===== src/hw/rtl/ftat_pkg.sv =====
package ftat_pkg;

  typedef logic [63:0] tick_t;
  typedef logic [31:0] ip_t;
  typedef logic [15:0] port_t;
  typedef logic [7:0]  proto_t;
  typedef logic [6:0]  count_t;
  typedef logic [63:0] addr_key_t;
  typedef logic [39:0] pp_key_t;

  localparam int CFG_AW = 4;
  localparam int CFG_DW = 64;
  localparam int REG_SEL_BIT = 3;

  localparam logic REG_HOLD = 1'b0;
  localparam logic REG_AGE  = 1'b1;

  localparam logic OP_LOOKUP = 1'b0;
  localparam logic OP_SWEEP  = 1'b1;

  localparam proto_t PROTO_TCP = 8'd6;
  localparam proto_t PROTO_UDP = 8'd17;

  localparam tick_t  HOLD_RESET = 64'd100000000;
  localparam tick_t  AGE_RESET  = 64'd1200000000;
  localparam count_t COUNT_MAX  = 7'd127;

  typedef struct packed {
    logic   op;
    tick_t  now;
    proto_t protocol;
    ip_t    src_ip;
    ip_t    dst_ip;
    port_t  src_port;
    port_t  dst_port;
  } req_t;

  typedef struct packed {
    logic      valid;
    addr_key_t addr;
    pp_key_t   pp;
    tick_t     stamp;
  } entry_t;

  typedef struct packed {
    logic   send_auth;
    logic   known_flow;
    logic   table_full;
    count_t removed_count;
  } res_t;

  typedef struct packed {
    logic clear_wr;
    logic req_load;
    logic scan_init;
    logic rd_en;
    logic scan;
    logic finish;
  } cmd_t;

  typedef struct packed {
    logic is_sweep;
    logic proto_ok;
    logic hit;
    logic last;
    logic out_free;
  } stat_t;

endpackage


===== src/hw/rtl/ftat_regs.sv =====
module ftat_regs (
  input  logic                        clk,
  input  logic                        rst_n,
  input  logic                        psel,
  input  logic                        penable,
  input  logic                        pwrite,
  input  logic [ftat_pkg::CFG_AW-1:0] paddr,
  input  logic [ftat_pkg::CFG_DW-1:0] pwdata,
  output logic [ftat_pkg::CFG_DW-1:0] prdata,
  output logic                        pready,
  output ftat_pkg::tick_t             hold_ticks,
  output ftat_pkg::tick_t             age_limit_ticks
);
  import ftat_pkg::*;

  tick_t hold_r;
  tick_t age_r;
  logic  sel;

  assign sel    = paddr[REG_SEL_BIT];
  assign pready = 1'b1;

  always_ff @(posedge clk) begin
    if (!rst_n) begin
      hold_r <= HOLD_RESET;
      age_r  <= AGE_RESET;
    end else if (psel && penable && pwrite) begin
      unique case (sel)
        REG_HOLD: hold_r <= pwdata;
        REG_AGE:  age_r  <= pwdata;
      endcase
    end
  end

  always_comb begin
    unique case (sel)
      REG_HOLD: prdata = hold_r;
      REG_AGE:  prdata = age_r;
    endcase
  end

  assign hold_ticks      = hold_r;
  assign age_limit_ticks = age_r;

endmodule


===== config.mk =====
export PLATFORM = sky130hd
export DESIGN_NAME = ftat_regs
export DESIGN_NICKNAME = d
export VERILOG_FILES = /design/src/hw/rtl/ftat_pkg.sv /design/src/hw/rtl/ftat_regs.sv
export SDC_FILE = /design/constraint.sdc
export NUM_CORES = 1
export LEC_CHECK = 0
export BUFFER_PORTS_ARGS = -buffer_cell sky130_fd_sc_hd__clkbuf_2
export CORE_MARGIN = 8
export CORE_UTILIZATION = 38
export CTS_CLUSTER_DIAMETER = 100
export CTS_CLUSTER_SIZE = 40
export DETAILED_ROUTE_END_ITERATION = 6
export MAX_ROUTING_LAYER = met4
export PLACE_DENSITY_LB_ADDON = 0.1
export SYNTH_ARGS = -nofsm -noshare
export SYNTH_HDL_FRONTEND = slang
export SYNTH_SLANG_ARGS = --single-unit

===== constraint.sdc =====
create_clock -name clk -period 0.9 [get_ports clk]
set_input_delay 0.09 -clock clk [delete_from_list [all_inputs] [get_ports clk]]
set_output_delay 0.09 -clock clk [all_outputs]
set_load 0.02 [all_outputs]

==> key figures <==
STA
  – Fmax: about 800 MHz
  – RSZ-0062 raised after global routing: true
  – Final Cycle Share: 141%
  – Slew Limit Fails: 0
  – Setup ws final: -369 ps
  – Clock Skews: 0 ps
  – Crit path time final: around 1300 ps
  – Setup_tns: -42,250 ps
  – Final number of setup-violating endpoints: 198
  – WHS: between 200 and 250 ps
  – Final hold vios: 0

Global route
  – Initial antenna violation count: 1
  – Number of global-route vias before repair: 6,749
  – GR Util All Layers: 24.7%
  – Total grt overflow: 0
  – Largest net degree at the start of global routing: 52
  – First-pass GRT wire length: approximately 37 mm

Synthesis
  – Synth area leader: dfxtp_1
  – #FFs+latches synth: 128
  – Ys flop type: dfxtp_1
  – Syn Nets: 645
  – Simple-gate share of the synthesized area: between 10% and 20%
  – Synth Area in Adders: 0%
  – YS warnings: 0
  – Top post-synthesis cells by area: dfxtp_1 45%, mux2i_1 22%, nand2_1 11%, mux2_1 8.4%, nor2b_1 4.2%
  – Syn_area_per_cell: 10.1 µm²
  – Cells after Synth: between 500 and 600
  – Yosys top cell area share: 44.6%
  – Xor/xnor share of the synthesized area: 0%
  – Mux contribution to synthesized area: 34.8%
  – EDFF count, synth: 0
  – Netlist Area Pre-Place: between 5000 and 6000 µm²
  – Commonest cells post-synth: 165 x nand2_1, 128 x dfxtp_1, 128 x mux2i_1
  – Compound-Gate Fraction of Synth Area: 0%
  – Unique masters post-synth: 14
  – Largest family of logic cells by synthesized area: multiplexers
  – Sequential-to-total area share from yosys stat: 44.6%
  – Cell with the most instances after synthesis: nand2_1
  – Fraction of registers with async set/reset: 0%

Routing
  – DRT Pass-1 Iters: 5
  – Drt initial violations: slightly below 300
  – Final wirelength: 26.9 mm
  – Vias per inst: 5.07
  – Remaining DRCs: 0
  – DR WL/cell: between 20 and 25 µm
  – Post-route ant nets: 0
  – Vias: 6,382

Power and ir drop
  – Clk pwr share: 44.2%
  – Part of the power in registers: between 30% and 40%
  – Combinational share of power: 17.8%
  – Pwr/cell area: 1240 nW/µm²
  – Static Leakage: between 0.005 and 0.006 µW
  – Internal power: 11,800 µW
  – Psw: 3800 µW
  – Max IR drop VDD: 1240 µV
  – Sw frac: approximately a quarter

Placed design
  – IO Port Bufs: 261
  – Dpl hpwl: 13.1 mm
  – GP Congestion: 0.788

Final layout
  – Area occupied by multi-input gates: roughly 3100 µm²
  – Area Growth Syn to Fin: 118%
  – Layout cells sized above 1: 63.0%
  – Layout Nets: 1,131
  – Register area: ~2700 µm²
  – Core Util, Final: 83.8%
  – Filler Cells Inserted: a little over 700

Die
  – Die height: 139 µm
  – Placeable Area: around 15,000 µm²
  – Starting density of the core: 38.4%
  – Die Area: 19,300 µm²
  – Die Wd: 139 µm
  – I/O pins: 266
  – Std cell rows: 45

Clock network
  – CTS tree: done
  – Cts bufs inserted: 17
  – Clk_lat worst skew: 410 ps
  – Clk buf depth: 2
  – H-tree depth: 4
  – CTS root buffer: clkbuf_16
  – Clk sinks: 128
  – Clk slew on worst S/H paths: around 60 ps

Hold path
  – Worst hold-check path type: input port to flip-flop

Worst setup path
  – Critical-path top delay cell: dfxtp_2
  – CP Class: flip-flop to primary output
  – Worst-path fanout max: 3
  – Critical Path RT: 810 ps
  – Crit path launch type: flip-flop
  – Worst Path Arrival: about 1200 ps
  – Crit. End Element: primary output
  – Critical-path cell list: mux2_2 -> buf_6
  – Largest stage delay, worst path: approximately 350 ps

Run
  – Max_cap viols: 0

Status
  – Status: finished, violations left
  – Failing checks: setup timing
placed cells by master (no fill, tap or decap):
cell | netlist | final
mux2_2 | 21 | 6
buf_16 | 0 | 1
clkinv_2 | 0 | 2
dfxtp_2 | 0 | 128
nand4_1 | 1 | 1
buf_12 | 0 | 10
nand2_2 | 0 | 4
diode_2 | 0 | 1
and4b_4 | 0 | 1
clkbuf_16 | 0 | 18
nand2_1 | 165 | 161
clkbuf_1 | 5 | 3
nor2b_1 | 39 | 37
buf_4 | 12 | 48
conb_1 | 1 | 1
and4_1 | 1 | 1
buf_6 | 8 | 137
nor2b_2 | 0 | 2
clkbuf_8 | 0 | 5
dlygate4sd3_1 | 0 | 64
clkinvlp_4 | 0 | 1
mux2_4 | 0 | 58
mux2i_1 | 128 | 127
buf_8 | 0 | 183
mux2i_2 | 0 | 1
clkbuf_2 | 0 | 67
bufinv_16 | 0 | 2
worst max-delay path, delay by kind of cell, from the launching register on:
kind / cells / cell delay (ps)
buffers and inverters: 1 / 130
flip-flops: 1 / 350
multiplexers: 1 / 280
registers in the layout (all words and copies together) (netlist names):
| name | flops |
|---|---|
| hold_ticks | 64 |
| age_limit_ticks | 64 |
stage by stage:
| stage | std cells | instance area [µm²] | setup WS [ps] | power [µW] |
|---|---|---|---|---|
| after floorplan | 572 | 5770 | -12.8 | 6950 |
| after global placement | 1051 | 7700 | -266 | 7570 |
| after detailed placement | 1051 | 7700 | -336 | 7610 |
| after CTS | 1217 | 11800 | -376 | 15200 |
| after global routing | 1258 | 12600 | -402 | 16000 |
| final | 1258 | 12600 | -369 | 15600 |
power groups by stage:
| stage | logic, µW | clock network [µW] | registers, µW |
|---|---|---|---|
| 6_report | 2770 | 6870 | 5920 |
| 5_1_grt | 2880 | 7200 | 5930 |
| 4_1_cts | 2390 | 6910 | 5910 |
| 3_5_place_dp | 1610 | 0 | 6000 |
| 3_3_place_gp | 1580 | 0 | 5990 |
| 2_1_floorplan | 801 | 0 | 6150 |
timing repair:
item                       CTS  global route
gates resized for setup    642           334
setup endpoints to repair  192           195
hold endpoints to repair   128             0
gates cloned                 0             1
buffers inserted            74           115
hold buffers                64             0
routing by layer:
metal | global-route usage [%] | vias up | share of wire (%)
met1 | 24.7 | 3125 | 37
met2 | 44.9 | 304 | 53
met3 | 5.96 | 75 | 5.9
met5 | - | - | 0
li1 | - | 2878 | -
met4 | 11.3 | 0 | 3.7
worst paths after layout:
kind                                           from                  end  slack (ps)  depth (start not counted)
worst min-delay path                          rst_n  age_limit_ticks[13]         200                          4
worst min register to register  age_limit_ticks[63]  age_limit_ticks[63]         490                          2
worst max-delay path                  hold_ticks[9]            prdata[9]        -370                          2
worst max register to register  age_limit_ticks[35]  age_limit_ticks[35]         -50                          4
cell families (layout without fill, tap and decap cells):
kind of cell	count (synthesis)	in the layout
flip-flops	128	128
multiplexers	192	192
other	1	2
AND/OR/NAND/NOR	207	207
buffers and inverters	44	541
layout make-up:
cell class	count	share of cell area, %
repair buffers	511	46.8
flip-flops and latches	128	21.7
clock inverters	5	0.618
diodes	1	0.0199
clock buffers	25	4.03
multi-input cells	400	25.0
well taps	188	1.87
No activity file was read; power rests on OpenSTA's default activity.
