### src/hw/rtl/ftat_pkg.sv
package ftat_pkg;

  typedef logic [63:0] tick_t;
  typedef logic [31:0] ip_t;
  typedef logic [15:0] port_t;
  typedef logic [7:0]  proto_t;
  typedef logic [6:0]  count_t;
  typedef logic [63:0] addr_key_t;
  typedef logic [39:0] pp_key_t;

  localparam int CFG_AW = 4;
  localparam int CFG_DW = 64;
  localparam int REG_SEL_BIT = 3;

  localparam logic REG_HOLD = 1'b0;
  localparam logic REG_AGE  = 1'b1;

  localparam logic OP_LOOKUP = 1'b0;
  localparam logic OP_SWEEP  = 1'b1;

  localparam proto_t PROTO_TCP = 8'd6;
  localparam proto_t PROTO_UDP = 8'd17;

  localparam tick_t  HOLD_RESET = 64'd100000000;
  localparam tick_t  AGE_RESET  = 64'd1200000000;
  localparam count_t COUNT_MAX  = 7'd127;

  typedef struct packed {
    logic   op;
    tick_t  now;
    proto_t protocol;
    ip_t    src_ip;
    ip_t    dst_ip;
    port_t  src_port;
    port_t  dst_port;
  } req_t;

  typedef struct packed {
    logic      valid;
    addr_key_t addr;
    pp_key_t   pp;
    tick_t     stamp;
  } entry_t;

  typedef struct packed {
    logic   send_auth;
    logic   known_flow;
    logic   table_full;
    count_t removed_count;
  } res_t;

  typedef struct packed {
    logic clear_wr;
    logic req_load;
    logic scan_init;
    logic rd_en;
    logic scan;
    logic finish;
  } cmd_t;

  typedef struct packed {
    logic is_sweep;
    logic proto_ok;
    logic hit;
    logic last;
    logic out_free;
  } stat_t;

endpackage

### src/hw/rtl/ftat_ctrl.sv
module ftat_ctrl #(
  parameter int TABLE_ENTRIES = 64
) (
  input  logic                             clk,
  input  logic                             rst_n,
  input  logic                             in_valid,
  output logic                             in_ready,
  input  ftat_pkg::stat_t                  st,
  output ftat_pkg::cmd_t                   cmd,
  output logic [$clog2(TABLE_ENTRIES)-1:0] idx
);
  import ftat_pkg::*;

  localparam int IW = $clog2(TABLE_ENTRIES);
  localparam logic [IW-1:0] LAST_IDX = IW'(TABLE_ENTRIES - 1);

  localparam logic [2:0] ST_CLEAR  = 3'd0;
  localparam logic [2:0] ST_IDLE   = 3'd1;
  localparam logic [2:0] ST_START  = 3'd2;
  localparam logic [2:0] ST_SCAN   = 3'd3;
  localparam logic [2:0] ST_DECIDE = 3'd4;

  logic [2:0]    state_r, state_nxt;
  logic [IW-1:0] cnt_r, cnt_nxt;
  logic          issued_r, issued_nxt;

  always_ff @(posedge clk) begin
    if (!rst_n) begin
      state_r  <= ST_CLEAR;
      cnt_r    <= '0;
      issued_r <= 1'b0;
    end else begin
      state_r  <= state_nxt;
      cnt_r    <= cnt_nxt;
      issued_r <= issued_nxt;
    end
  end

  always_comb begin
    state_nxt  = state_r;
    cnt_nxt    = cnt_r;
    issued_nxt = issued_r;
    cmd        = '0;
    in_ready   = 1'b0;
    unique case (state_r)
      ST_CLEAR: begin
        cmd.clear_wr = 1'b1;
        if (cnt_r == LAST_IDX) begin
          cnt_nxt   = '0;
          state_nxt = ST_IDLE;
        end else begin
          cnt_nxt = cnt_r + 1'b1;
        end
      end
      ST_IDLE: begin
        in_ready = 1'b1;
        if (in_valid) begin
          cmd.req_load = 1'b1;
          state_nxt    = ST_START;
        end
      end
      ST_START: begin
        cmd.scan_init = 1'b1;
        cnt_nxt       = '0;
        issued_nxt    = 1'b0;
        // Packets that are neither TCP nor UDP never touch the table.
        if (!st.is_sweep && !st.proto_ok) begin
          state_nxt = ST_DECIDE;
        end else begin
          state_nxt = ST_SCAN;
        end
      end
      ST_SCAN: begin
        cmd.scan  = 1'b1;
        cmd.rd_en = !issued_r;
        if (!issued_r) begin
          if (cnt_r == LAST_IDX) begin
            issued_nxt = 1'b1;
          end else begin
            cnt_nxt = cnt_r + 1'b1;
          end
        end
        if (st.hit || st.last) begin
          state_nxt = ST_DECIDE;
        end
      end
      ST_DECIDE: begin
        if (st.out_free) begin
          cmd.finish = 1'b1;
          state_nxt  = ST_IDLE;
        end
      end
      default: begin
        state_nxt = ST_CLEAR;
        cnt_nxt   = '0;
      end
    endcase
  end

  assign idx = cnt_r;

endmodule

### config.mk
export PLATFORM = sky130hd
export DESIGN_NAME = ftat_ctrl
export DESIGN_NICKNAME = d
export VERILOG_FILES = /design/src/hw/rtl/ftat_pkg.sv /design/src/hw/rtl/ftat_ctrl.sv
export SDC_FILE = /design/constraint.sdc
export NUM_CORES = 1
export LEC_CHECK = 0
export ABC_AREA = 0
export BUFFER_PORTS_ARGS = -buffer_cell sky130_fd_sc_hd__buf_2
export CAP_MARGIN = 20
export CORE_MARGIN = 4
export CORE_UTILIZATION = 50
export CTS_BUF_LIST = sky130_fd_sc_hd__clkbuf_8
export DETAILED_ROUTE_END_ITERATION = 8
export PLACE_DENSITY = 0.85
export SYNTH_ARGS = -nofsm -noshare
export SYNTH_HDL_FRONTEND = slang
export SYNTH_SLANG_ARGS = --single-unit
### constraint.sdc
create_clock -name clk -period 1.8 [get_ports clk]
set_clock_uncertainty 0.2 [all_clocks]
set_input_delay 0 -clock clk [delete_from_list [all_inputs] [get_ports clk]]
set_output_delay 0 -clock clk [all_outputs]
set_load 0.02 [all_outputs]
==> impl_results.md <==
* Fin. Hold Viols at 0
* Fmax at about 590 MHz
* Initial core utilization at a little over half
* Core Area at about 1300 um2
* Share of cells above drive strength 1 at about a third
* Hold Path Origin: st[2]
* Pre-CTS WS at between 0.1 and 0.15 ns
* Total CTS buffers at 3
* Slew @ Worst Pin at about 0.45 ns
* Final wirelength at ~1800 um
* Layout Area Growth over Synthesis at 30.8%
* Max Cap Viol at 0
* CTS Root Cell: clkbuf_8
* First-pass GRT wire length at 2680 um
* Commonest non-fill, non-tap cells in the layout: 20 x buf_2, 12 x nor2_1, 10 x dfxtp_1, 8 x o21ai_0
* Die width at around 46 um
* TritonCTS clock tree: done
* GPL Wtd Cong at about 0.9
* Seq/Total Area, Yosys at between 20 and 30%
* Peak supply drop at ~0.46 mV
* Clock sink count at 10
* DIE HEIGHT at ~46 um
* Total GRT Usage at a little under a fifth
* Post-synth EDFFs at 0
* CTS H-tree depth at 1
* R2R setup slack at ~0.12 ns
* Part of the cycle the worst path needs at 93.5%
* Slew headroom at between 60% and 70%
* End of the worst hold path: state_r[0]$_SDFFE_PN0P_
* Synthesized flop and latch total at 10
* RSZ-0062 raised after global routing: no
* Fin cells at 129
* Power per Cell Area at approximately 640 nW/um2
* Total die area at around 2100 um2
* Worst Hold Class: input port to flop
* IO Port Bufs at 20
* WL/cell at between 10 and 15 um
* Reg2Reg Depth at 5
* Layout Nets at 124
* CP Class: flop to flop
* TNS Setup at 0 ns
* Hold path cells at 4
* Post-route ant nets at 0
* Run status: finished, final reports clean
* Netlist cell types at 35
* DR pass1 iterations at 4
* Initial antenna violation count at 0
* Most common cell after layout, fill and taps aside: buf_2
* Clk buf depth at 2
* Crit Path Max Fanout at 7
* Grt ovf at 0
* Critical Path Source Type: flop
* Diode count at 0
* Setup ws final at about 0.12 ns
* Core Util, Final at between 60% and 70%
* Routed vias at roughly 750
* Hpwl dp at 1270 um
* Critical Path RT at around 1.8 ns
* Total placed cells including tap cells at roughly 120
* Vias per inst at between 5 and 6
* Post-layout min period at between 1.5 and 2 ns
* Data arrival, critical path at between 1.5 and 2 ns
* DRC at 0
* # IOs at 21
* Syn Nets at 94
* Worst setup EP type: flop
* Synth Warn # at 0
* Mapped Avg Cell Area at approximately 8.3 um2
* Synthesized area at roughly 700 um2
* Dominant synthesized flop cell: dfxtp_1
* Initial DRC Count at 35
* R2r startpoint: idx[1]$_SDFFE_PN0P_
* Worst r2r dst: idx[3]$_SDFFE_PN0P_
* Row count at 13
* Largest net degree at the start of global routing at 13
* Leak pwr at 0.396 nW
* Clock Pin Slew Worst Setup and Hold Paths at 0.05 ns
* Slew Limit Fails at 0
* Final setup violation count at 0
* Async set-reset flop share out of synthesis at 0%
* Number of global-route vias before repair at roughly 640
* Clock Latency Late Sink at ~0.24 ns
* Cells after synthesis at 85
* Power Total at ~0.59 mW
-- metrics by stage --
step	area [um2]	hold WS (ns)
final	920	0.0274
after CTS	917	0.0224
after detailed placement	832	0.116
after global placement	832	0.113
after global routing	920	0.0510
after floorplan	703	-0.0783
-- registers in the layout, indices dropped and copies added (netlist names) --
signal    count
state_r       3
idx           6
issued_r      1
-- cells in the mapped netlist (all sizes together), types with 3 or more instances --
master  count  area share (%)
dfxtp      10              28
nand2b      3             3.0
buf         3             3.9
nand2       4             2.1
nor2       13             6.9
and2        3             2.7
a21oi       5             3.6
o21ai       8             5.7
nand3       3             3.9
inv         3             1.6
-- critical path, stage by stage (launching register included) --
cell and delay [ns]:
dfxtp_1 0.33, ha_1 0.25, nand3_4 0.15, o221ai_4 0.16
or3_1 0.37, a21oi_1 0.15
-- report_power, final --
part | internal (mW) | switching [mW] | total (mW)
logic | 0.0305 | 0.0337 | 0.0642
registers | 0.228 | 0.00638 | 0.234
clock network | 0.193 | 0.0965 | 0.289
total | 0.452 | 0.137 | 0.588
-- logic make-up (layout without fill, tap and decap cells) --
group,count (synthesis),in the layout,synth area share (%)
xor gates and xnor gates,1,1,1.25
buffers and inverters,6,35,5.51
muxes,2,2,3.02
DFF,10,10,28.5
AOI/OAI and AO/OA,24,24,25.4
and+or+nand+nor,41,41,34.5
adders and majority gates,1,1,1.78
-- per-layer routing --
layer / vias to the layer above / GRT usage (%) / part of all wire, %
met3: 5 / 3.95 / 6.7
met2: 30 / 25.9 / 46
met5: - / 0 / 0
met1: 351 / 24.6 / 45
met4: 0 / 11.1 / 1.9
li1: 365 / - / -
-- area by class of cell --
| cell class | count | area [um2] |
|---|---|---|
| Clock buffer | 4 | 55.1 |
| Timing Repair Buffer | 28 | 168 |
| Tap cell | 15 | 18.8 |
| Fill cell | 103 | 398 |
| Multi-Input combinational cell | 69 | 467 |
| Sequential cell | 10 | 200 |
| Inverter | 3 | 11.3 |
-- worst max path at each step --
stage | startpoint | cells after the start | to
floorplan | idx[0]$_SDFFE_PN0P_ | 5 | idx[1]$_SDFFE_PN0P_
global placement | idx[1]$_SDFFE_PN0P_ | 5 | idx[5]$_SDFFE_PN0P_
detailed placement | idx[1]$_SDFFE_PN0P_ | 5 | idx[3]$_SDFFE_PN0P_
CTS | idx[1]$_SDFFE_PN0P_ | 5 | state_r[0]$_SDFFE_PN0P_
global route | idx[1]$_SDFFE_PN0P_ | 5 | idx[1]$_SDFFE_PN0P_
finish | idx[1]$_SDFFE_PN0P_ | 5 | idx[3]$_SDFFE_PN0P_
-- repair_timing --
action | 4_1_cts | 5_1_grt
resized for setup | 0 | 1
setup buffers | 0 | 0
setup endpoints to repair | 0 | 1
hold buffers | 3 | 0
endpoints found under the hold margin | 4 | 0
Note: power is estimated with default switching activity, not from simulation.
